`src/rtl/core/wmv_ram.sv`:
```
// Generic single-write, single-read RAM with a registered read port.
module wmv_ram #(
    parameter int unsigned WIDTH = 16,
    parameter int unsigned DEPTH = 32
) (
    input  logic                     i_clk,
    input  logic                     i_we,
    input  logic [$clog2(DEPTH)-1:0] i_waddr,
    input  logic [WIDTH-1:0]         i_wdata,
    input  logic [$clog2(DEPTH)-1:0] i_raddr,
    output logic [WIDTH-1:0]         o_rdata
);
    logic [WIDTH-1:0] r_mem [DEPTH];

    // Write port and registered read port.
    always_ff @(posedge i_clk) begin
        if (i_we) begin
            r_mem[i_waddr] <= i_wdata;
        end
        o_rdata <= r_mem[i_raddr];
    end
endmodule

```
`config.mk`:
```
export PLATFORM = sky130hd
export DESIGN_NAME = wmv_ram
export DESIGN_NICKNAME = d
export VERILOG_FILES = /design/src/rtl/core/wmv_ram.sv
export SDC_FILE = /design/constraint.sdc
export NUM_CORES = 1
export LEC_CHECK = 0
export BUFFER_PORTS_ARGS = -buffer_cell sky130_fd_sc_hd__buf_2
export CORE_MARGIN = 2
export CORE_UTILIZATION = 62
export CTS_CLUSTER_DIAMETER = 60
export DETAILED_ROUTE_END_ITERATION = 10
export GPL_ROUTABILITY_DRIVEN = 1
export HOLD_SLACK_MARGIN = 0.06
export PLACE_DENSITY = 0.76
export SKIP_CTS_REPAIR_TIMING = 1
export SLEW_MARGIN = 10
export SYNTH_ARGS = -nofsm -noshare
export SYNTH_HDL_FRONTEND = slang
export SYNTH_SLANG_ARGS = --single-unit
```
`constraint.sdc`:
```
create_clock -name i_clk -period 2.34 [get_ports i_clk]
set_input_delay 0.234 -clock i_clk [delete_from_list [all_inputs] [get_ports i_clk]]
set_output_delay 0.234 -clock i_clk [all_outputs]
set_load 0.005 [all_outputs]
```
* Yosys cells after proc, flatten, opt, wreduce, memory -nomap -nowiden
Memory sizes are Yosys's and may differ from the RTL's. A register that Yosys moved wholly into a read port is not among the register bits.
Cells that the tools add are included.
** Cells by class
- Muxes and demuxes :: 2
** Operators by type and width (count)
- 1-bit 2-to-1 mux :: 2
** Word-level totals
- Output and inout port bits :: 16
- Word-level logic and storage cells :: 3
- Input port bits :: 28
- RAM bits :: 512
- Register bits :: 0
- Memories :: 1
** Memory list
- r_mem :: words 32, bits a word 16, rd ports 1, clocked after Yosys merged registers in 1, wr ports 1, RTL line 13 : logic [WIDTH-1:0] r_mem [DEPTH];

* Longest topological paths before layout
- Depth in word-level cells :: 2
- Mapped depth :: 8
- Mapped depth without buffers :: 5

* Worst setup path after synthesis
OpenSTA, ideal clock, no wires.
- Path kind :: input -> register
- From :: input i_waddr[1]
- To :: memory r_mem[12][0] (enable)
- Setup slack :: 0.366 ns
- Library setup time :: 0.388 ns
- Data required time :: 1.952 ns
- Stages :: 3
- Arrival :: 1.586 ns
- Path buffers :: 1
- Cell sequence :: or3b_2 -> clkbuf_1 -> nor2_1
** RTL lines
- from (decl) :: RTL line 8 : input logic [$clog2(DEPTH)-1:0] i_waddr,
- to (decl) :: RTL line 13
Straight into the memory's write port.

* Worst setup path in the final report
- From :: register o_rdata[5], read port of r_mem
- To :: output o_rdata[5]
** RTL lines
- from (decl) :: RTL line 11 : output logic [WIDTH-1:0] o_rdata
No word-level cell between the ends.

==> impl_metrics.toml <==
[setup_path]
cp_num_buf_inv = 1
rr_startpoint = "r_mem[1][15]"
crit_fanout = 1
arrival_ns = 1.18
start_kind = "register"
rrSetupSlack_ns = 1.01
slowest_stage = "dfxtp_1"
rr_endpoint = "o_rdata[15]"
slowest_delay_ns = 0.45
crit_type = "register to output pin"
rr_worst_depth = 5
end_kind = "output pin"
required_ns = 2.11
crit_path_cell_trace = "buf_2"
critPathTopFamily = "flip-flops"

[routing]
dr_total_vias = 10815
ant_nets = 0
vias_per_cell = 6.26
wl_per_cell_microns = 25.9
wl_microns = 44700
detail_route.iter0.violations = 1291
drc = 0
firstDrtPassIters = 7

[sta]
fin_crit_sh_pct = 60.5
slew_headroom_pct = 52.1
worst_slew_pin_slew_ns = 0.718
rsz0062_at_grt = "false"
finalClockSkew_ns = 0.0212
setup-violations-final = 0
fmax_mhz = 706
final_hold_viol_count = 0
min_period_ns = 1.42
fin_tns_setup_ns = 0
drv_slew = 0

[grt]
grt_use_met1_pct = 37.0
overflow = 0
grtUsageTotal_pct = 26.5
use_met3_pct = 3.89
grt_pass1_vias = 10548
grt_max_degree = 34
top_usage_layer = "met2"
use_met2_pct = 44.6
grt_pass1_wl_microns = 65900
antenna_found_initial = 0

[cts]
clockBufferDepth = 3
clkTransAtPathRegs_ns = 0.06
clock-root-buffer = "clkbuf_16"
h-tree-depth = 2
clk_latency_ns = 0.57
cts_sinks = 528
cts_inserted_buffers = 50
cts_tree = "yes"

[placement]
portBuffers = 43
place_hpwl_microns = 26700
dpl-instance-area_sq_um = 21500
place.gp.congestion = 0.788

[synth]
synth_cells = 1143
seq_area_frac_synth_pct = 76.4
syn_nets = 1171
yosysUniqueCellTypes = 26
yosys-top-cells-area = "edfxtp_1 (75%), mux2i_1 (12%), a22oi_1 (2.3%)"
syn-mean-instance-area_sq_um = 18.0
synth_top_area_cell = "edfxtp_1"
ys_seq_elements = 528
yosys.area.top_type_share_pct = 74.9
yosys_warnings = 0
syn-cell-area_sq_um = 20500

[finish]
nets = 1274
antenna_cells = 0
layout_commonest_cell = "edfxtp_1"
drive_gt1_share_pct = 14.7
syn_to_final_growth_pct = 12.6
final_cell_mix = "edfxtp_1 (512), mux2i_1 (256), a22oi_1 (64)"
finalInstanceArea_sq_um = 23100

[worst_hold_path]
hp-class = "input port to register"
hold_path_depth = 3
min_to = "o_rdata[6]"
min_from = "i_raddr[3]"

[power_and_ir_drop]
leakagePower_nw = 8.19
peakVddDrop_mv = 0.722
pwr_density_cell_nw_per_um2 = 840

[floorplanning]
start_util_pct = 63.1
die-height_microns = 186
die-area_sq_um = 34600
die_w_microns = 186
num_rows = 66
pin_count = 44
coreArea_sq_um = 32500

[outcome]
status = "finished clean"

[run]
drv_cap = 0
cell families after synthesis:
| family | synth area share (%) |
|---|---|
| and+or+nand+nor | 3.49 |
| DFF | 76.4 |
| buffers and inverters | 2.63 |
| muxes | 12.5 |
| AOI/OAI and AO/OA | 4.97 |
registers in the layout, indices dropped and copies added (netlist names):
| name | count |
|---|---|
| o_rdata | 16 |
| r_mem | 512 |
worst max-delay path by stage:
stage / startpoint / endpoint / slack [ns] / cells past startpoint
2_1_floorplan: i_waddr[1] / r_mem[12][0] / 0.37 / 3
3_3_place_gp: i_raddr[0] / o_rdata[9] / 0.41 / 7
3_5_place_dp: i_raddr[0] / o_rdata[9] / 0.39 / 7
4_1_cts: o_rdata[5] / o_rdata[5] / 0.92 / 1
5_1_grt: r_mem[1][10] / o_rdata[10] / 0.88 / 5
6_report: o_rdata[5] / o_rdata[5] / 0.92 / 1
cells in the mapped netlist, drive strengths merged:
cell type	n
a21oi	32
a22o	32
a22oi	64
a31oi	16
and2	1
buf	55
clkbuf	12
dfxtp	16
edfxtp	512
mux2i	256
nand2	33
nand2b	2
nand3	34
nand3b	5
nand4	16
nor2	34
nor2b	2
nor3	16
or2	1
or3	1
or3b	3
where the power goes:
part	total [W]	internal (W)	switching, W
registers	0.0106	0.0105	0.0000504
clock network	0.00783	0.00454	0.00328
logic	0.00104	0.000370	0.000667
total	0.0194	0.0154	0.00400
tightest hold or removal path, stage by stage:
cell and delay [ns]:
buf_2 0.16, nand4_1 0.12, nand3_1 0.10
routing by layer:
layer	vias to the layer above	share of wire [%]
met5	-	0
met4	0	1.9
met3	61	7.4
met2	485	50
met1	5509	40
li1	4760	-
final cells by class:
class,instances,area (sq um)
clock buffers,69,1370
clock inverters,24,230
fillers,2054,9420
multi-input cells,548,4320
flip-flops and latches,528,15700
well taps,442,553
repair buffers,118,951
metrics by stage:
step	power, W	hold slack [ns]	worst slack (ns)	utilization [%]	cells
6_report	0.0194	0.123	0.924	71.1	1729
5_1_grt	0.0199	0.117	0.883	71.1	1729
4_1_cts	0.0195	0.0870	0.916	71.1	1729
3_5_place_dp	0.0118	0.590	0.393	66.1	1636
3_3_place_gp	0.0118	0.585	0.407	66.1	1636
2_1_floorplan	0.0113	0.333	0.366	-	1143
(Power assumes the default switching activity.)
