==> config.mk <==
export PLATFORM = sky130hd
export DESIGN_NAME = wmv_isqrt
export DESIGN_NICKNAME = d
export VERILOG_FILES = /design/src/rtl/core/wmv_pkg.sv /design/src/rtl/core/wmv_isqrt.sv
export SDC_FILE = /design/constraint.sdc
export NUM_CORES = 1
export LEC_CHECK = 0
export CORE_MARGIN = 8
export CORE_UTILIZATION = 35
export CTS_CLUSTER_SIZE = 24
export DETAILED_ROUTE_END_ITERATION = 6
export DONT_BUFFER_PORTS = 1
export GPL_ROUTABILITY_DRIVEN = 0
export PLACE_DENSITY = 0.55
export SYNTH_ARGS = -nofsm -noshare
export SYNTH_HDL_FRONTEND = slang
export SYNTH_SLANG_ARGS = --single-unit
export TNS_END_PERCENT = 100
==> constraint.sdc <==
create_clock -name i_clk -period 5.25 [get_ports i_clk]
set_clock_uncertainty 0.2 [all_clocks]
set_input_delay 0.7875 -clock i_clk [delete_from_list [all_inputs] [get_ports i_clk]]
set_output_delay 0.7875 -clock i_clk [all_outputs]
set_load 0.01 [all_outputs]
==> src/rtl/core/wmv_pkg.sv <==
// Shared widths, constants and payload types of the windowed motion variance block.
package wmv_pkg;

    // Field and datapath widths.
    localparam int unsigned AXIS_W = 16;
    localparam int unsigned MAG_W  = 16;
    localparam int unsigned MAG2_W = 2 * MAG_W;
    localparam int unsigned VAR_W  = 32;
    localparam int unsigned THR_W  = 32;

    // Default window depth for the top level.
    localparam int unsigned DEFAULT_WINDOW_DEPTH = 32;

    // Configuration port.
    localparam int unsigned CFG_ADDR_W  = 3;
    localparam int unsigned CFG_DATA_W  = 32;
    localparam int unsigned CFG_IDX_LSB = 2;
    localparam int unsigned CFG_IDX_W   = CFG_ADDR_W - CFG_IDX_LSB;
    localparam logic [CFG_IDX_W-1:0] REG_MOTION_THRESHOLD = '0;
    localparam logic [THR_W-1:0]     THRESHOLD_RESET      = 32'd10000;

    // Input transaction payload.
    typedef struct packed {
        logic signed [AXIS_W-1:0] accel_x;
        logic signed [AXIS_W-1:0] accel_y;
        logic signed [AXIS_W-1:0] accel_z;
    } t_sample;

    // Output transaction payload.
    typedef struct packed {
        logic [MAG_W-1:0] latest_magnitude;
        logic [MAG_W-1:0] mean_magnitude;
        logic [VAR_W-1:0] magnitude_variance;
        logic             motion;
    } t_result;

    // Handshake between the sequencer and one iterative unit.
    typedef struct packed {
        logic start;
        logic done;
    } t_unit_ctl;

endpackage

==> src/rtl/core/wmv_isqrt.sv <==
// Digit-serial floor square root: two radicand bits per cycle, one root bit per cycle.
module wmv_isqrt (
    input  logic                      i_clk,
    input  logic                      i_rst_n,
    input  logic                      i_start,
    input  logic [wmv_pkg::MAG2_W-1:0] i_value,
    output logic                      o_done,
    output logic [wmv_pkg::MAG_W-1:0] o_root,
    output logic [wmv_pkg::MAG_W+1:0] o_rem
);
    import wmv_pkg::*;

    localparam int unsigned CNT_W = $clog2(MAG_W);
    localparam int unsigned REM_W = MAG_W + 2;
    localparam int unsigned SH_W  = MAG_W + 4;

    logic              r_busy;
    logic              r_done;
    logic [CNT_W-1:0]  r_cnt;
    logic [MAG2_W-1:0] r_val;
    logic [MAG_W-1:0]  r_root;
    logic [REM_W-1:0]  r_rem;
    logic [SH_W-1:0]   n_shifted;
    logic [SH_W-1:0]   n_trial;
    logic              n_take;

    // One root digit: bring down two bits and try to subtract 4q+1.
    always_comb begin
        n_shifted = {r_rem, r_val[MAG2_W-1 -: 2]};
        n_trial   = {2'b00, r_root, 2'b01};
        n_take    = (n_shifted >= n_trial);
    end

    // Control: MAG_W iterations, then a done pulse.
    always_ff @(posedge i_clk) begin
        if (!i_rst_n) begin
            r_busy <= 1'b0;
            r_done <= 1'b0;
            r_cnt  <= '0;
        end else begin
            r_done <= 1'b0;
            if (i_start) begin
                r_busy <= 1'b1;
                r_cnt  <= CNT_W'(MAG_W - 1);
            end else if (r_busy) begin
                if (r_cnt == '0) begin
                    r_busy <= 1'b0;
                    r_done <= 1'b1;
                end else begin
                    r_cnt <= r_cnt - 1'b1;
                end
            end
        end
    end

    // Remainder and root registers.
    always_ff @(posedge i_clk) begin
        if (i_start) begin
            r_val  <= i_value;
            r_root <= '0;
            r_rem  <= '0;
        end else if (r_busy) begin
            r_val <= {r_val[MAG2_W-3:0], 2'b00};
            if (n_take) begin
                r_rem  <= REM_W'(n_shifted - n_trial);
                r_root <= {r_root[MAG_W-2:0], 1'b1};
            end else begin
                r_rem  <= REM_W'(n_shifted);
                r_root <= {r_root[MAG_W-2:0], 1'b0};
            end
        end
    end

    assign o_done = r_done;
    assign o_root = r_root;
    assign o_rem  = r_rem;
endmodule

# Yosys cells after proc, flatten, opt, wreduce, memory -nomap -nowiden
# Cells that the tools add are included.
[word_totals] ff_bits=72 output_inout_bits=35 elab_cells=27
[classes] add_sub_neg=2 n_lt_le_gt_ge=1 eq_ne=1 muxes=11 bitwise=2 n_reduce_logical=4
[ops] cell="two-way mux 32 bit" n=2
[ops] cell="greater-or-equal comparator 20 x 18 -> 1 bit" n=1
[ops] cell="two-way mux 18 bit" n=1
[ops] cell="subtractor 18 bit" n=1
[ops] cell="two-way mux 4 bit" n=3
[ops] cell="two-way mux 1 bit" n=5
[ops] cell="logical NOT 4 bit" n=1
[ops] cell="subtractor 4 x 1 -> 4 bit, second input constant" n=1
[ops] cell="OR reduction 3 bit" n=1
[ops] cell="inequality test 2 bit, second input constant" n=1
[ops] cell="inverter 1 bit" n=2
[ops] cell="AND reduction 2 bit" n=1
[ops] cell="nonzero test 2 bit" n=1

# Depth between registers and ports, before layout
[depth] ltp_word=4 mapped_depth=11

# Worst setup path before layout
# OpenSTA, ideal clock, no wires.
[synth_timing] path_kind="reg2reg" from="register r_root[0] (netlist: o_root[0])" to="register r_rem[15] (netlist: o_rem[15])" setup_time_ps=88 arrival_time_ps=2220 required_ps=4962 path_slack_ps=2742 stages_incl_launch_ff=10 n_path_buf=0 period_less_slack_ps=2508 path_cell_list="dfxtp_1 > inv_1 > ha_1 > o211ai_1 > o21ai_2 > o2111ai_2 > nand2b_2 > a32o_1 > a2111o_1 > a311oi_2"
[synth_via] elab_chain_len=2
[synth_rtl] item="from (decl)" line_no="wmv_isqrt.sv:21" source="logic [MAG_W-1:0] r_root;"
[synth_rtl] item="from (signal assigned)" line_no="wmv_isqrt.sv:66" source="r_root <= {r_root[MAG_W-2:0], 1'b1};"
[synth_rtl] item="from (signal assigned)" line_no="wmv_isqrt.sv:69" source="r_root <= {r_root[MAG_W-2:0], 1'b0};"
[synth_rtl] item="subtractor 18 bit / greater-or-equal comparator 20 x 18 -> 1 bit (equally long branches)" line_no="wmv_isqrt.sv:65, wmv_isqrt.sv:31"
[synth_rtl] item="two-way mux 18 bit (*)" line_no="wmv_isqrt.sv:64" source="if (n_take) begin"
[synth_rtl] item="to (signal assigned)" line_no="wmv_isqrt.sv:65" source="r_rem <= REM_W'(n_shifted - n_trial);"
[synth_rtl] item="to (signal assigned)" line_no="wmv_isqrt.sv:68" source="r_rem <= REM_W'(n_shifted);"
[synth_rtl] item="to (decl)" line_no="wmv_isqrt.sv:22" source="logic [REM_W-1:0] r_rem;"
# Every way passes the cells marked *; elsewhere a longest branch is shown, timed or not.
# A chain may end at the register's enable or synchronous reset.

# Worst setup path in the final report
[layout_timing] from="register r_root[5] (netlist: o_root[5])" to="register r_rem[11] (netlist: o_rem[11])"
# The elaborated chain is that of the path after synthesis.

==> results.txt <==
Detailed placer's ending HPWL: 5960 um. The logs give 0 for the final number of hold-violating endpoints and 9 for the number of buffers created by CTS. The tools report the root buffer selected by CTS as sky130_fd_sc_hd__clkbuf_8. Entering global routing, the biggest net connects 71 pins.

Global route total overflow: 0. The summed instance area of the synthesized netlist was 3920 um2. The relative area change from synthesis to final layout is 7.47%. The average wire length per cell after detail routing was 16.4 um. The count of pins over their slew limit is 0, and the largest fanout on the critical path is 25.

The power density over the cells was 394 nW/um2. The tools report the register area share after synthesis as 45.0%. Before antenna repair, the detailed router went through 4 iterations.

In this run the remaining antenna-violating nets after routing total 0. The tool flagged a number of max-cap violations equal to 0. From bottom edge to top edge, the die measures 122 um. The critical path is of the register to register type. Yosys warning count: 0.

The transition time of the tightest slew-check pin was 835 ps; the signal arrival time at the worst endpoint was 3230 ps. In this run the number of H-tree levels came out at 3. The analysis attributes to cell leakage a power of 1.53 nW. The synthesized net count was 434. For this run, the top clock speed supported by timing is 316 MHz.

The average size of a mapped cell came out at 10.3 um2. The initial utilization of the core area, before any placement, comes to 36.0%. The count of flip-flops with a built-in enable after synthesis was 32.

Input and output buffers added on the ports amount to 0. TritonCTS built the clock tree. The primary flip-flop cell chosen by synthesis mapping was sky130_fd_sc_hd__dfxtp_1. The startpoint identified for the worst register-to-register timing path is o_root[5]$_SDFFE_PP0P_. The period utilization is 60.2%.

The detailed router placed 2757 vias in this run. The placeable core area came out at 10900 um2. The floorplan step set the die width to 122 um. The number of antenna violations at the first check in global routing was 1; the worst hold path depth was 1. The worst hold path endpoint is o_done$_SDFF_PP0_. Setup repair after global routing left no endpoint under its margin. Measured against its own limit, the worst slew margin works out to 44.2%. Kind of end point of the critical path: a register. The first global-routing pass estimated 13700 um of wire. Across the VDD grid, the largest voltage drop is 0.196 mV. The clock passes through at most 2 buffers. The worst register-to-register path ends at o_rem[11]$_SDFFE_PP0P_. After synthesis the netlist holds a flip-flop and latch count of 72.

Measured in cells, the most critical reg-to-reg path has a length of 9. The logs give 0.00166 W for the post-route total power and 2050 ps for the pre-CTS worst setup slack. The die covers 14800 um2.

The run gives 0 ps as the total negative slack. For the number of instances in the synthesized netlist, the log shows 380. The top-level port count was 70.

Counting the fill cells in the layout gives 1084. sky130_fd_sc_hd__edfxtp_1 takes more of the synthesized area than any other cell. Yosys attributes the largest share of cell area to sky130_fd_sc_hd__edfxtp_1, sky130_fd_sc_hd__dfxtp_1, sky130_fd_sc_hd__mux2_2. The minimum setup slack among reg-to-reg paths is 2090 ps. The run finished with clean final reports. The shortest clock period the worst path allows after layout works out to 3160 ps. The type of origin of the critical path is a register.

The tools report the clock latency on the worst-skew pair as 360 ps. For this run, design rule violations remaining after detail routing come to 0. For this block, the initial DRC count from the detailed router was 145. The net count of the finished layout is 427.

The run gives 0 as the antenna cell count. Of the cells placed in the final design, the portion with a size suffix greater than 1 is 14.3%. For the worst setup path, the data required time is 5320 ps. After clock tree synthesis, the flow added hold-fix buffers numbering 0.

The number of rows created at floorplan is 38. In this run the worst hold path is classified as register to register. The post-CTS resize count was 0; the worst-case setup margin in the final layout was 2090 ps. Counting every sink on the clock net gives 72. The clock slew seen by the registers of the worst setup and hold paths is 80 ps, and the number of endpoints failing setup at the final stage is 0. The tools report the total wire length after detailed routing as 8520 um.

In this run the most critical hold path is launched from r_cnt[3]$_SDFFE_PN0P_. The via count of the first global-routing pass is 2645, and the number of setup buffers added after CTS is 0. The share of synthesized flip-flops with an asynchronous set or reset works out to 0%. The portion of synthesized cell area occupied by the leading cell type is 24.5%, and the all-layer global routing usage is 11.8%. Dividing the detail-routed via count by the number of cells gives 5.32. The number of different library cells used by synthesis comes to 52.
-- kinds of logic after synthesis --
logic type               after synthesis  synth area share [%]
XOR/XNOR                              14                  3.13
AO/OA/AOI/OAI                         79                  14.0
multiplexers                          57                  15.5
adder cells (fa/ha/maj)               19                  6.07
flip-flops                            72                  45.0
buffers and inverters                 42                  4.47
AND/OR/NAND/NOR                       97                  11.9
-- power by group --
part | switching [W] | leakage (nW) | internal, W | total, W
Sequential | 0.0000560 | 0.651 | 0.000645 | 0.000701
Clock | 0.000224 | 0.0891 | 0.000222 | 0.000445
Combinational | 0.000283 | 0.787 | 0.000230 | 0.000513
-- sequential cells by signal, summed over array words and instances (netlist names) --
signal and count:
o_done 1, o_root 16, r_busy 1, r_val 32, o_rem 18, r_cnt 4
-- cell usage in the layout, fill, tap and decap left out, types with 4 or more instances in the layout --
master / n
sky130_fd_sc_hd__xor2_1: 6
sky130_fd_sc_hd__a21oi_1: 21
sky130_fd_sc_hd__nand3_1: 4
sky130_fd_sc_hd__nand4_1: 4
sky130_fd_sc_hd__o21ai_1: 5
sky130_fd_sc_hd__inv_1: 22
sky130_fd_sc_hd__nor3_1: 4
sky130_fd_sc_hd__xnor2_1: 8
sky130_fd_sc_hd__a21boi_0: 5
sky130_fd_sc_hd__a211oi_1: 15
sky130_fd_sc_hd__dfxtp_1: 39
sky130_fd_sc_hd__clkbuf_8: 9
sky130_fd_sc_hd__nor2_1: 39
sky130_fd_sc_hd__nand2_1: 24
sky130_fd_sc_hd__edfxtp_1: 32
sky130_fd_sc_hd__and2_1: 4
sky130_fd_sc_hd__o21ai_0: 8
sky130_fd_sc_hd__ha_1: 19
sky130_fd_sc_hd__mux2i_1: 27
sky130_fd_sc_hd__mux2_2: 30
sky130_fd_sc_hd__o211ai_1: 5
-- worst max-delay path by stage --
stage,slack (ps),to,from,cells past startpoint
final,2090,o_rem[11]$_SDFFE_PP0P_,o_root[5]$_SDFFE_PP0P_,9
after global routing,1760,o_rem[11]$_SDFFE_PP0P_,o_root[5]$_SDFFE_PP0P_,9
after CTS,2000,o_rem[11]$_SDFFE_PP0P_,o_root[5]$_SDFFE_PP0P_,9
after detailed placement,2050,o_rem[11]$_SDFFE_PP0P_,o_root[5]$_SDFFE_PP0P_,9
after global placement,2150,o_rem[11]$_SDFFE_PP0P_,o_root[5]$_SDFFE_PP0P_,9
after floorplan,2740,o_rem[15]$_SDFFE_PP0P_,o_root[0]$_SDFFE_PP0P_,9
-- critical path: stages (launching register included) --
cell and delay, ps:
sky130_fd_sc_hd__dfxtp_1 450, sky130_fd_sc_hd__inv_1 70, sky130_fd_sc_hd__ha_1 370, sky130_fd_sc_hd__a21oi_1 240
sky130_fd_sc_hd__nand2_1 100, sky130_fd_sc_hd__o21ai_1 320, sky130_fd_sc_hd__o21ai_1 160, sky130_fd_sc_hd__a21oi_4 690
sky130_fd_sc_hd__mux2i_1 180, sky130_fd_sc_hd__a211oi_1 290
-- area by class of cell --
type / instances / area (um2) / area share [%]
Clock buffer: 10 / 128 / 3.03
Clock inverter: 6 / 70.1 / 1.66
Inverter: 23 / 86.3 / 2.05
Multi-Input combinational cell: 266 / 1980 / 47.1
Sequential cell: 72 / 1760 / 41.9
Tap cell: 140 / 175 / 4.16
Timing Repair Buffer: 1 / 7.51 / 0.178
-- cells in the mapped netlist (all sizes together), types with 3 or more instances --
master and number:
nand3 4, a21o 3, nand4 4, nand2b 3, a21boi 5, nor2 39
nand2 24, or4b 3, o211ai 5, xnor2 8, a311oi 3, dfxtp 40
buf 6, xor2 6, and2 4, o21ai 14, inv 22, a211oi 15
edfxtp 32, a21oi 22, nor3 5, ha 19, clkbuf 13, mux2 30
mux2i 27
-- per-stage QoR --
step | utilization [%] | instances | instance area, um2 | hold slack, ps
floorplan | - | 380 | 3920 | 255
global placement | 36.9 | 502 | 4010 | 278
detailed placement | 36.9 | 502 | 4010 | 281
CTS | 38.7 | 518 | 4210 | 275
global route | 38.7 | 518 | 4210 | 273
finish | 38.7 | 518 | 4210 | 288
-- routing by layer --
layer	global-route usage, %	vias up	part of all wire (%)
met2	17.3	77	44
met4	6.48	2	2.4
li1	-	1370	-
met1	13.4	1293	43
met5	0	-	0.14
met3	6.52	15	10
(Power assumes the default switching activity.)
