`src/rtl/core/wmv_smul.sv`:
```
// Bit-serial unsigned multiplier: one multiplier bit per cycle, most significant first.
module wmv_smul #(
    parameter int unsigned W = 16
) (
    input  logic               i_clk,
    input  logic               i_rst_n,
    input  logic               i_start,
    input  logic [W-1:0]       i_a,
    input  logic [W-1:0]       i_b,
    output logic               o_done,
    output logic [2*W-1:0]     o_product
);
    localparam int unsigned CNT_W = $clog2(W);

    logic             r_busy;
    logic             r_done;
    logic [CNT_W-1:0] r_cnt;
    logic [W-1:0]     r_a;
    logic [W-1:0]     r_b;
    logic [2*W-1:0]   r_acc;

    // Control: busy while the count runs down from W-1 to zero, then a single done pulse.
    always_ff @(posedge i_clk) begin
        if (!i_rst_n) begin
            r_busy <= 1'b0;
            r_done <= 1'b0;
            r_cnt  <= '0;
        end else begin
            r_done <= 1'b0;
            if (i_start) begin
                r_busy <= 1'b1;
                r_cnt  <= CNT_W'(W - 1);
            end else if (r_busy) begin
                if (r_cnt == '0) begin
                    r_busy <= 1'b0;
                    r_done <= 1'b1;
                end else begin
                    r_cnt <= r_cnt - 1'b1;
                end
            end
        end
    end

    // Shift-and-add datapath.
    always_ff @(posedge i_clk) begin
        if (i_start) begin
            r_a   <= i_a;
            r_b   <= i_b;
            r_acc <= '0;
        end else if (r_busy) begin
            r_acc <= {r_acc[2*W-2:0], 1'b0} + (r_b[W-1] ? {{W{1'b0}}, r_a} : '0);
            r_b   <= {r_b[W-2:0], 1'b0};
        end
    end

    assign o_done    = r_done;
    assign o_product = r_acc;
endmodule

```
`config.mk`:
```
export PLATFORM = sky130hd
export DESIGN_NAME = wmv_smul
export DESIGN_NICKNAME = d
export VERILOG_FILES = /design/src/rtl/core/wmv_smul.sv
export SDC_FILE = /design/constraint.sdc
export NUM_CORES = 1
export LEC_CHECK = 0
export ABC_AREA = 1
export BUFFER_PORTS_ARGS = -buffer_cell sky130_fd_sc_hd__buf_2
export CORE_MARGIN = 5
export CORE_UTILIZATION = 38
export CTS_BUF_LIST = sky130_fd_sc_hd__clkbuf_2 sky130_fd_sc_hd__clkbuf_4 sky130_fd_sc_hd__clkbuf_8
export CTS_CLUSTER_SIZE = 28
export DETAILED_ROUTE_END_ITERATION = 7
export HOLD_SLACK_MARGIN = 0.12
export PLACE_DENSITY = 0.57
export SLEW_MARGIN = 15
export SYNTH_ARGS = -nofsm -noshare
export SYNTH_HDL_FRONTEND = slang
export SYNTH_SLANG_ARGS = --single-unit
```
`constraint.sdc`:
```
create_clock -name i_clk -period 3.05 [get_ports i_clk]
set_input_delay 0.61 -clock i_clk [delete_from_list [all_inputs] [get_ports i_clk]]
set_output_delay 0.61 -clock i_clk [all_outputs]
set_load 0.01 [all_outputs]
```
Word level (Yosys, flattened, before mapping)
Index checks and enable logic that the tools add are counted.
{"block": "classes", "add_sub_neg": 2, "n_eq_ne": 1, "mux": 10, "n_bitwise": 2, "n_reduce_logical": 4}
{"cell": "$mux W16", "count": 3}
{"cell": "$add A32 B16 Y32", "count": 1}
{"cell": "$mux W4", "count": 3}
{"cell": "$logic_not A4 Y1", "count": 1}
{"cell": "$mux W1", "count": 4}
{"cell": "$sub A4 B1 Y4 const B", "count": 1}
{"cell": "$reduce_or A3 Y1", "count": 1}
{"cell": "$ne A2 B2 Y1 const B", "count": 1}
{"cell": "$not A1 Y1", "count": 2}
{"cell": "$reduce_and A2 Y1", "count": 1}
{"cell": "$reduce_bool A2 Y1", "count": 1}
{"block": "word_totals", "regBits": 70, "out_inout_bits": 33, "wordCells": 25}

Logic depth before layout (Yosys ltp)
Gate-level depths: netlist (run 1).
{"block": "depth", "ltp_word": 4, "depth_mapped": 17, "depth_no_buf": 15}

Worst setup path after synthesis (run 1)
OpenSTA, ideal clock, no wires.
{"block": "synth_path", "path_kind": "reg2reg", "from": "register r_b[15]", "to": "register r_acc[17], in the netlist o_product[17]", "setup_time_ps": 113, "arrival_ps": 2096, "required_ps": 2937, "path_slack_ps": 841, "stages_incl_launch_ff": 16, "n_path_buf": 2, "path_cell_list": "edfxtp_1 > clkbuf_1 > clkbuf_1 > nand2_1 > inv_1 > ha_1 > fa_1 > nand2_2 > a21oi_2 > nand2_1 > nand2_1 > nand2_1 > nand2_2 > or2_1 > nand3_1 > nand2_1"}
{"block": "synth_between", "elab_chain_cells": 2}
{"item": "from (decl)", "line_no": "19", "text": "logic [W-1:0] r_b;"}
{"item": "from (signal assigned)", "line_no": "48", "text": "r_b <= i_b;"}
{"item": "from (signal assigned)", "line_no": "52", "text": "r_b <= {r_b[W-2:0], 1'b0};"}
{"item": "$mux W16", "line_no": "51", "text": "r_acc <= {r_acc[2*W-2:0], 1'b0} + (r_b[W-1] ? {{W{1'b0}}, r_a} : '0);"}
{"item": "$add A32 B16 Y32", "line_no": "51"}
{"item": "to (signal assigned)", "line_no": "51"}
{"item": "to (decl)", "line_no": "20", "text": "logic [2*W-1:0] r_acc;"}
Every way passes these cells.
A chain may end at the register's enable or synchronous reset.

Worst setup path in the final report (run 1)
{"block": "layout_path", "from": "register r_b[15]", "to": "register r_acc[19], in the netlist o_product[19]"}
Same word-level chain as after synthesis.

==> results by group, run 1 <==
Setup path
  • Slowest cell delay on critical path: 0.63 ns
  • Critical path type: flip-flop to flip-flop
  • WP data required: 3.32 ns
  • Reg-to-reg critical path endpoint: o_product[19]
  • FF-to-FF setup slack: 0.65 ns
  • Setup crit end kind: flip-flop
  • Max FO, Critical Path: 16
  • Worst Path Arrival: 2.67 ns
  • RR Startpoint: r_b[15]
  • Worst Path Buf+Inv: 1
  • CP Cell Sequence: nand2_1 > inv_1 > ha_1 > fa_1 > nand2_2 > nand2_1 > nand3_1 > nand2_1 > nand2_1 > nand2_1 > nand2_1 > nand3b_1 > nand3_1 > nand2_1
  • Slowest CP cell: edfxtp_1
  • CP most frequent cell: nand2_1
  • WP depth: 14
  • Crit start category: flip-flop
  • Delay-heaviest family, CP: simple AND/OR/NAND/NOR gates
  • Worst reg2reg path depth: 14

Timing
  • Final worst-path cycle share: 78.7%
  • Final setup violation count: 0
  • Hold Slack: 0.413 ns
  • Final Max Slew Viols: 0
  • Unrepaired setup endpoints after global routing: false
  • Slew at the pin closest to its max-slew limit: 0.634 ns
  • Clock skew: 0.0112 ns
  • Final worst slack: 0.651 ns
  • Relative slew slack: 57.7%
  • Setup TNS: 0 ns
  • Clock period minus worst slack: 2.40 ns
  • Fin. Hold Viols: 0
  • Max Freq: 0.417 GHz

Synth
  • Syn_nets: 640
  • Gate Count Post-Synth: 588
  • EDFF count, synth: 32
  • Most common flop cell mapped by yosys: dfxtp_1
  • Post-Syn Area: 0.00413 mm²
  • Post-synth cell types: 33
  • Synth Warn #: 0
  • Top-count cell post-synth: nand2_1
  • Sequential cell area fraction in the yosys report: 41.7%
  • List of most frequent post-synthesis cells: nand2_1 (250), inv_1 (82), nand3_1 (39)
  • Synth Register Bits: 70
  • Leading area contributor after synthesis: edfxtp_1
  • Fraction of synthesis flops using an asynchronous set or reset pin: 0%
  • Post-Synthesis Mean Instance Area: 7.02 µm²
  • Yosys top cell area share: 23.3%
  • Top cells by area, synth: edfxtp_1 (23%), nand2_1 (23%), dfxtp_1 (18%)

Layout
  • Final #Nets: 710
  • Seq. cell area: 0.00172 mm²
  • Share of layout cells above drive strength 1: 16.6%
  • # diodes: 0
  • Multi-input logic area: 0.00203 mm²
  • Area Growth Syn to Fin: 16.7%
  • Fillers: 1179
  • Core occupancy in the finished layout: 44.9%

GRT
  • Gr usage total: 17.1%
  • First-pass GRT wire length: 17600 µm
  • Total grt overflow: 0
  • Largest net degree at the start of global routing: 33
  • Initial antenna violation count: 0
  • Vias in the first global route: 3686

Placed design
  • Port bufs: 67
  • Final HPWL DP: 7930 µm
  • Placer Congestion: 0.883
  • Pre-CTS WS: 0.610 ns

Drt
  • Post-route DRC: 0
  • Routed WL per cell: 13.0 µm
  • Iteration-0 DRC Markers: 163
  • Drt first pass iters: 4
  • Via density: 4.64
  • Antenna viol nets, final: 0
  • Vias: 3723
  • Final wirelength: 10500 µm

Run status
  • Outcome: completed

Clock tree
  • CTS tree: done
  • H-tree Lvls: 3
  • Hold Buf Count CTS: 0
  • Worst skew pair latency: 0.37 ns
  • Cts bufs inserted: 9
  • CTS sink cnt: 70
  • Postcts setup bufs: 0
  • Clock transition at path regs: 0.08 ns
  • Post_cts resized: 0
  • Clock Path Buffers: 2
  • Root buf cell: clkbuf_8

Job
  • Max-cap violation count: 0

Worst hold path
  • Hold-critical path depth: 1
  • Hold crit path type: input port to flip-flop
  • Worst hold endpoint: r_a[5]
  • Hold path start: i_a[5]

Die
  • Row cnt: 38
  • Horiz. Die Dim: 114 µm
  • Total core area: 0.0107 mm²
  • Initial Util: 38.4%
  • I/O pin total: 68
  • Die ar.: 0.0131 mm²
  • Die H: 114 µm

Power
  • PD cells: 454 mW/mm²
  • Worst ir drop on vdd: 0.000388 V
  • Leakage power: 2.57 nW
==> worst register-to-register path, cell delays in order, from the launching register on <==
cell,delay [ns]
edfxtp_1,0.63
nand2_1,0.15
inv_1,0.05
ha_1,0.20
fa_1,0.40
nand2_2,0.11
nand2_1,0.06
nand3_1,0.07
nand2_1,0.12
nand2_1,0.09
nand2_1,0.10
nand2_1,0.10
nand3b_1,0.08
nand3_1,0.08
nand2_1,0.05
==> routing by layer <==
| layer | wire (µm) | global-route usage [%] |
|---|---|---|
| met1 | 4870 | 21.8 |
| met3 | 553 | 4.70 |
| met2 | 4880 | 28.1 |
| met5 | 0 | 0 |
| met4 | 155 | 5.46 |
==> layout make-up <==
| cell class | count | share of cell area [%] |
|---|---|---|
| Clock buffer | 12 | 3.43 |
| Clock inverter | 4 | 1.12 |
| Inverter | 85 | 6.62 |
| Multi-Input combinational cell | 422 | 42.1 |
| Sequential cell | 70 | 35.7 |
| Tap cell | 140 | 3.63 |
| Timing Repair Buffer | 70 | 7.42 |
==> report_power, final <==
| group | switching, mW | leakage (nW) | internal, mW |
|---|---|---|---|
| logic | 0.176 | 1.84 | 0.108 |
| registers | 0.0384 | 0.630 | 1.05 |
| clock network | 0.372 | 0.105 | 0.446 |
==> stage by stage <==
step | instances | total power [mW] | instance area [µm²]
after floorplan | 588 | 1.30 | 4130
after global placement | 787 | 1.39 | 4600
after detailed placement | 787 | 1.40 | 4600
after CTS | 803 | 2.23 | 4820
after global routing | 803 | 2.31 | 4820
final | 803 | 2.19 | 4820
==> worst max-delay path by stage <==
stage	start	endpoint	slack [ns]
3_3_place_gp	r_b[15]	o_product[19]	0.69
6_report	r_b[15]	o_product[19]	0.65
4_1_cts	r_b[15]	o_product[19]	0.60
2_1_floorplan	r_b[15]	o_product[17]	0.84
3_5_place_dp	r_b[15]	o_product[19]	0.61
5_1_grt	r_b[15]	o_product[19]	0.43
==> registers in the layout, indices dropped and copies added (netlist names) <==
signal and cells:
r_busy 1, r_a 16, r_cnt 4, o_product 32, o_done 1, r_b 16
==> cells by family (layout without fill, tap and decap cells) <==
group | after synthesis | count (layout) | share of synthesized area (%)
buffers and inverters | 96 | 171 | 9.27
AND/OR/NAND/NOR | 360 | 360 | 36.8
adder cells (fa/ha/maj) | 17 | 17 | 5.33
AO/OA/AOI/OAI | 36 | 36 | 4.94
XOR/XNOR | 9 | 9 | 1.91
flip-flops | 70 | 70 | 41.7
==> cell usage in the layout, fill, tap and decap left out, types with 6 or more instances in the layout <==
master and n:
a21oi_1 15, buf_2 67, clkbuf_8 12, dfxtp_1 38, edfxtp_1 32, ha_1 16, inv_1 82, nand2_1 250
nand2_2 6, nand3_1 39, nand3b_1 6, nor2_1 35, nor2_2 6, o21ai_0 13, xnor2_1 8
Note: power is estimated with default switching activity, not from simulation.
==> inputs of run 2 (changes only) <==
Settings changed: ABC_AREA 1 to 0, PLACE_DENSITY 0.57 to 0.59.
Clock period 3.05 ns to 2.2 ns, I/O delays scaled along.
==> results by group, run 2 <==
Synth
  • Post-synth cell types: 55 (was 33)
  • List of most frequent post-synthesis cells: dfxtp_1 (38), edfxtp_1 (32), nand2_1 (27) (was nand2_1 (250), inv_1 (82), nand3_1 (39))
  • Yosys top cell area share: 25.2% (was 23.3%)
  • EDFF count, synth: 32 (unchanged)
  • Top-count cell post-synth: dfxtp_1 (was nand2_1)
  • Top cells by area, synth: edfxtp_1 (25%), dfxtp_1 (20%), ha_1 (5.2%) (was edfxtp_1 (23%), nand2_1 (23%), dfxtp_1 (18%))
  • Fraction of synthesis flops using an asynchronous set or reset pin: 0% (unchanged)
  • Gate Count Post-Synth: 376 (was 588)
  • Synth Register Bits: 70 (unchanged)
  • Post-Synthesis Mean Instance Area: 10.1 µm² (was 7.02 µm²)
  • Syn_nets: 428 (was 640)
  • Synth Warn #: 0 (unchanged)
  • Most common flop cell mapped by yosys: dfxtp_1 (unchanged)
  • Post-Syn Area: 0.00381 mm² (was 0.00413 mm²)
  • Leading area contributor after synthesis: edfxtp_1 (unchanged)
  • Sequential cell area fraction in the yosys report: 45.1% (was 41.7%)

Die
  • Row cnt: 36 (was 38)
  • I/O pin total: 68 (unchanged)
  • Initial Util: 39.0% (was 38.4%)
  • Horiz. Die Dim: 110 µm (was 114 µm)
  • Total core area: 0.00977 mm² (was 0.0107 mm²)
  • Die H: 110 µm (was 114 µm)
  • Die ar.: 0.0121 mm² (was 0.0131 mm²)

Drt
  • Post-route DRC: 0 (unchanged)
  • Routed WL per cell: 15.8 µm (was 13.0 µm)
  • Iteration-0 DRC Markers: 126 (was 163)
  • Vias: 3303 (was 3723)
  • Via density: 5.25 (was 4.64)
  • Antenna viol nets, final: 0 (unchanged)
  • Final wirelength: 9950 µm (was 10500 µm)
  • Drt first pass iters: 4 (unchanged)

Placed design
  • Final HPWL DP: 7320 µm (was 7930 µm)
  • Placer Congestion: 0.864 (was 0.883)
  • Port bufs: 67 (unchanged)
  • Pre-CTS WS: -0.392 ns (was 0.610 ns)

Setup path
  • Worst Path Arrival: 2.69 ns (was 2.67 ns)
  • Critical path type: flip-flop to flip-flop (unchanged)
  • Max FO, Critical Path: 14 (was 16)
  • Setup crit end kind: flip-flop (unchanged)
  • WP data required: 2.45 ns (was 3.32 ns)
  • Crit start category: flip-flop (unchanged)

Clock tree
  • Root buf cell: clkbuf_8 (unchanged)
  • H-tree Lvls: 3 (unchanged)
  • Worst skew pair latency: 0.35 ns (was 0.37 ns)
  • Clock transition at path regs: 0.07 ns (was 0.08 ns)
  • Cts bufs inserted: 9 (unchanged)
  • CTS tree: done (unchanged)
  • CTS sink cnt: 70 (unchanged)
  • Clock Path Buffers: 2 (unchanged)

Power
  • Leakage power: 2.11 nW (was 2.57 nW)
  • Worst ir drop on vdd: 0.000353 V (was 0.000388 V)
  • PD cells: 630 mW/mm² (was 454 mW/mm²)

Layout
  • Final #Nets: 543 (was 710)
  • Commonest non-fill, non-tap cell in the layout: buf_2 (was nand2_1)
  • Area Growth Syn to Fin: 33.3% (was 16.7%)
  • Commonest cells after routing, fill and taps aside: buf_2 (67), buf_4 (49), dfxtp_1 (38), edfxtp_1 (32), nand2_1 (24) (was nand2_1 (250), inv_1 (82), buf_2 (67), nand3_1 (39), dfxtp_1 (38))
  • Max FFs per register: 32 (unchanged)
  • # diodes: 0 (unchanged)
  • Share of layout cells above drive strength 1: 38.1% (was 16.6%)
  • Core occupancy in the finished layout: 52.0% (was 44.9%)

Timing
  • Final Max Slew Viols: 0 (unchanged)
  • Final worst slack: -0.246 ns (was 0.651 ns)
  • Clock skew: 0.0138 ns (was 0.0112 ns)
  • Fin. Hold Viols: 0 (unchanged)
  • Clock period minus worst slack: 2.45 ns (was 2.40 ns)
  • Slew at the pin closest to its max-slew limit: 0.660 ns (was 0.634 ns)
  • Relative slew slack: 55.9% (was 57.7%)
  • Unrepaired setup endpoints after global routing: true (was false)
  • Final setup violation count: 24 (was 0)
  • Final worst-path cycle share: 111% (was 78.7%)
  • Max Freq: 0.409 GHz (was 0.417 GHz)

GRT
  • Met2 Use GR: 27.0% (was 28.1%)
  • Vias in the first global route: 3321 (was 3686)
  • Initial antenna violation count: 1 (was 0)
  • First-pass GRT wire length: 16400 µm (was 17600 µm)
  • Gr usage total: 17.3% (was 17.1%)
  • Met3 Use GR: 4.89% (was 4.70%)
  • Most Used Layer, Global Route: met2 (unchanged)
  • Met1 Resource Use GR: 22.6% (was 21.8%)
  • Total grt overflow: 0 (unchanged)
  • Largest net degree at the start of global routing: 30 (was 33)

Worst hold path
  • Hold crit path type: input port to flip-flop (unchanged)

Job
  • Max-cap violation count: 0 (unchanged)

Run status
  • Outcome: finished, violations left (was completed)
  • Violated checks: negative setup slack
==> run 2: cell count changes after synthesis, sizes merged, moves of 8 or more <==
cell   delta
nand3    -23
nor2     -18
mux2     +15
nand4     +8
inv      -73
nand2   -229
and2     +17
a21o     +10
and3      +9
==> run 2: timing repair <==
item | CTS | global route
gates resized for setup | 29 | 6
endpoints found under the setup margin | 25 | 25
hold buffers | 0 | 0
setup buffers | 3 | 0
pin swaps | 14 | 7
==> run 2: critical path: stages, from the launching register on <==
cell and delay [ns]:
edfxtp_1 0.38, buf_6 0.16, and2_4 0.15, ha_4 0.15
fa_2 0.35, a21oi_2 0.14, nand4b_1 0.15, a21o_1 0.19
a211oi_2 0.09, or3_1 0.32, a32o_1 0.25
==> run 2: final timing paths <==
kind         cells after the start     startpoint             to  slack [ns]
max                             10        r_b[15]  o_product[23]       -0.25
min                              1         i_a[0]         r_a[0]        0.26
max reg2reg                     10        r_b[15]  o_product[23]       -0.25
min reg2reg                      2  o_product[13]  o_product[13]        0.48
==> run 2: logic make-up after synthesis <==
group / Yosys count / synth area share, %
simple gates: 132 / 18.5
xor+xnor: 12 / 2.76
buf+inv: 26 / 2.56
compound gates: 97 / 19.0
mux: 22 / 6.27
flops: 70 / 45.1
fa+ha+maj: 17 / 5.77
==> run 2: area by class of cell <==
| cell class | count | area [µm²] |
|---|---|---|
| Fill cell | 891 | 4690 |
| Clock buffer | 11 | 139 |
| Sequential cell | 70 | 1720 |
| Clock inverter | 5 | 50.0 |
| Multi-Input combinational cell | 280 | 2210 |
| Timing Repair Buffer | 119 | 754 |
| Tap cell | 133 | 166 |
| Inverter | 11 | 41.3 |
==> run 2: per-stage QoR <==
| step | instance area [µm²] | total power, mW | hold slack [ns] | cells | setup TNS [ns] |
|---|---|---|---|---|---|
| 2_1_floorplan | 3860 | 1.90 | 0.500 | 376 | -1.16 |
| 3_3_place_gp | 4700 | 2.14 | 0.479 | 610 | -3.61 |
| 3_5_place_dp | 4700 | 2.15 | 0.480 | 610 | -4.82 |
| 4_1_cts | 5050 | 3.23 | 0.247 | 629 | -3.09 |
| 5_1_grt | 5080 | 3.37 | 0.240 | 629 | -6.00 |
| 6_report | 5080 | 3.20 | 0.264 | 629 | -2.91 |
==> run 2: layer usage <==
metal	vias up	routed length, µm	share of wire [%]
li1	1647	-	-
met1	1562	4500	45
met2	82	4760	48
met3	10	520	5.2
met4	2	159	1.6
met5	-	12	0.12
==> run 2: where the power goes <==
| part | internal [mW] | switching, mW | leakage, nW |
|---|---|---|---|
| sequential | 1.47 | 0.0626 | 0.628 |
| clock | 0.540 | 0.478 | 0.0952 |
| combinational | 0.324 | 0.330 | 1.38 |
==> inputs of run 3 (changes only) <==
Settings changed: CELL_PAD_IN_SITES_DETAIL_PLACEMENT set to 0, CELL_PAD_IN_SITES_GLOBAL_PLACEMENT set to 1, MAX_ROUTING_LAYER set to met4, PLACE_DENSITY 0.59 to 0.73.
==> results by group, run 3 (synthesis gave the netlist of run 2 again) <==
Run status
  • Outcome: finished, violations left (unchanged)
  • Violated checks: negative setup slack (unchanged)

Die
  • I/O pin total: 68 (unchanged)
  • Horiz. Die Dim: 110 µm (unchanged)
  • Die H: 110 µm (unchanged)
  • Total core area: 0.00977 mm² (unchanged)
  • Initial Util: 39.0% (unchanged)
  • Row cnt: 36 (unchanged)
  • Die ar.: 0.0121 mm² (unchanged)

Drt
  • Post-route DRC: 0 (unchanged)
  • Vias: 3489 (was 3303)
  • Via density: 5.39 (was 5.25)
  • Antenna viol nets, final: 0 (unchanged)
  • Drt first pass iters: 4 (unchanged)
  • Routed WL per cell: 16.3 µm (was 15.8 µm)
  • Iteration-0 DRC Markers: 135 (was 126)
  • Final wirelength: 10500 µm (was 9950 µm)

Power
  • Leakage power: 2.18 nW (was 2.11 nW)
  • Power, Total: 3.36 mW (was 3.20 mW)
  • PD cells: 628 mW/mm² (was 630 mW/mm²)
  • Worst ir drop on vdd: 0.000396 V (was 0.000353 V)

Placed design
  • Final HPWL DP: 7580 µm (was 7320 µm)
  • Placed Cells: 620 (was 610)
  • Placer Congestion: 0.808 (was 0.864)
  • Pre-CTS WS: -0.319 ns (was -0.392 ns)
  • Port bufs: 67 (unchanged)
  • Placed Instance Area: 0.00475 mm² (was 0.00470 mm²)

Setup path
  • Critical path type: flip-flop to flip-flop (unchanged)
  • WP data required: 2.50 ns (was 2.45 ns)
  • Worst Path Arrival: 2.74 ns (was 2.69 ns)
  • FF-to-FF setup slack: -0.24 ns (was -0.25 ns)
  • Max FO, Critical Path: 13 (was 14)
  • Crit start category: flip-flop (unchanged)
  • Setup crit end kind: flip-flop (unchanged)

Timing
  • Setup TNS: -2.79 ns (was -2.91 ns)
  • Final setup violation count: 22 (was 24)
  • Slew at the pin closest to its max-slew limit: 0.547 ns (was 0.660 ns)
  • Relative slew slack: 63.4% (was 55.9%)
  • Fin. Hold Viols: 0 (unchanged)
  • Clock period minus worst slack: 2.44 ns (was 2.45 ns)
  • Unrepaired setup endpoints after global routing: true (unchanged)
  • Final worst slack: -0.240 ns (was -0.246 ns)
  • Final Max Slew Viols: 0 (unchanged)
  • Clock skew: 0.0143 ns (was 0.0138 ns)
  • Max Freq: 0.410 GHz (was 0.409 GHz)
  • Final worst-path cycle share: 111% (about the same)

GRT
  • First-pass GRT wire length: 17200 µm (was 16400 µm)
  • Largest net degree at the start of global routing: 22 (was 30)
  • Gr usage total: 18.7% (was 17.3%)
  • Total grt overflow: 0 (unchanged)
  • Initial antenna violation count: 0 (was 1)
  • Vias in the first global route: 3415 (was 3321)

Layout
  • # diodes: 0 (unchanged)
  • Commonest cells after routing, fill and taps aside: buf_2 (67), buf_4 (64), dfxtp_1 (38), edfxtp_1 (32), nand2_1 (24) (was buf_2 (67), buf_4 (49), dfxtp_1 (38), edfxtp_1 (32), nand2_1 (24))
  • Finished Cell Area: 0.00536 mm² (was 0.00508 mm²)
  • Area Growth Syn to Fin: 40.5% (was 33.3%)
  • Share of layout cells above drive strength 1: 43.0% (was 38.1%)
  • Max FFs per register: 32 (unchanged)
  • Final #Nets: 561 (was 543)
  • Commonest non-fill, non-tap cell in the layout: buf_2 (unchanged)
  • Fin cells: 647 (was 629)

Clock tree
  • CTS tree: done (unchanged)
  • Clock Path Buffers: 2 (unchanged)
  • Root buf cell: clkbuf_8 (unchanged)
  • H-tree Lvls: 3 (unchanged)
  • Worst skew pair latency: 0.35 ns (about the same)
  • Cts bufs inserted: 9 (unchanged)
  • Clock transition at path regs: 0.09 ns (was 0.07 ns)
  • CTS sink cnt: 70 (unchanged)

Worst hold path
  • Hold crit path type: input port to flip-flop (unchanged)

Job
  • Max-cap violation count: 0 (unchanged)
## run 3: final timing paths
kind | start | depth (start not counted) | end
max | r_b[15] | 10 | o_product[25]
min reg2reg | o_product[13] | 2 | o_product[13]
min | i_a[2] | 1 | r_a[2]
max reg2reg | r_b[15] | 10 | o_product[25]
## run 3: metrics by stage
stage	util, %	hold slack (ns)
global route	54.8	0.242
CTS	54.0	0.241
finish	54.8	0.262
floorplan	-	0.500
global placement	48.6	0.474
detailed placement	48.6	0.481
## run 3: power by group
group	switching [mW]	total (mW)	internal, mW
sequential	0.0707	1.54	1.47
clock	0.550	1.09	0.537
combinational	0.360	0.740	0.380
## run 3: final cells by class
| class | count | area (µm²) |
|---|---|---|
| inverters | 11 | 41.3 |
| multi-input cells | 280 | 2340 |
| clock buffers | 9 | 124 |
| clock inverters | 7 | 81.3 |
| fillers | 915 | 4420 |
| well taps | 133 | 166 |
| repair buffers | 137 | 883 |
| flip-flops and latches | 70 | 1720 |
## run 3: timing repair
action                                  in CTS  in global routing
pin swaps                                   16                 15
gates resized for setup                     48                 17
hold buffers                                 0                  0
setup buffers                               10                  6
endpoints found under the setup margin      24                 26
## run 3: per-layer routing
| metal | global-route usage [%] | routed length (µm) | up-vias |
|---|---|---|---|
| met5 | - | 0 | - |
| met4 | 5.28 | 145 | 0 |
| met3 | 4.19 | 570 | 13 |
| met2 | 29.1 | 4940 | 88 |
| met1 | 24.7 | 4890 | 1691 |
| li1 | - | - | 1697 |
## run 3: worst max-delay path: stages, from the launching register on
cell and delay [ns]:
edfxtp_1 0.43, buf_6 0.17, and2_4 0.15, ha_4 0.28, a21oi_2 0.06, nand4b_1 0.23
a21o_1 0.26, buf_4 0.14, a21o_4 0.23, a2111o_1 0.37, nand3_1 0.08
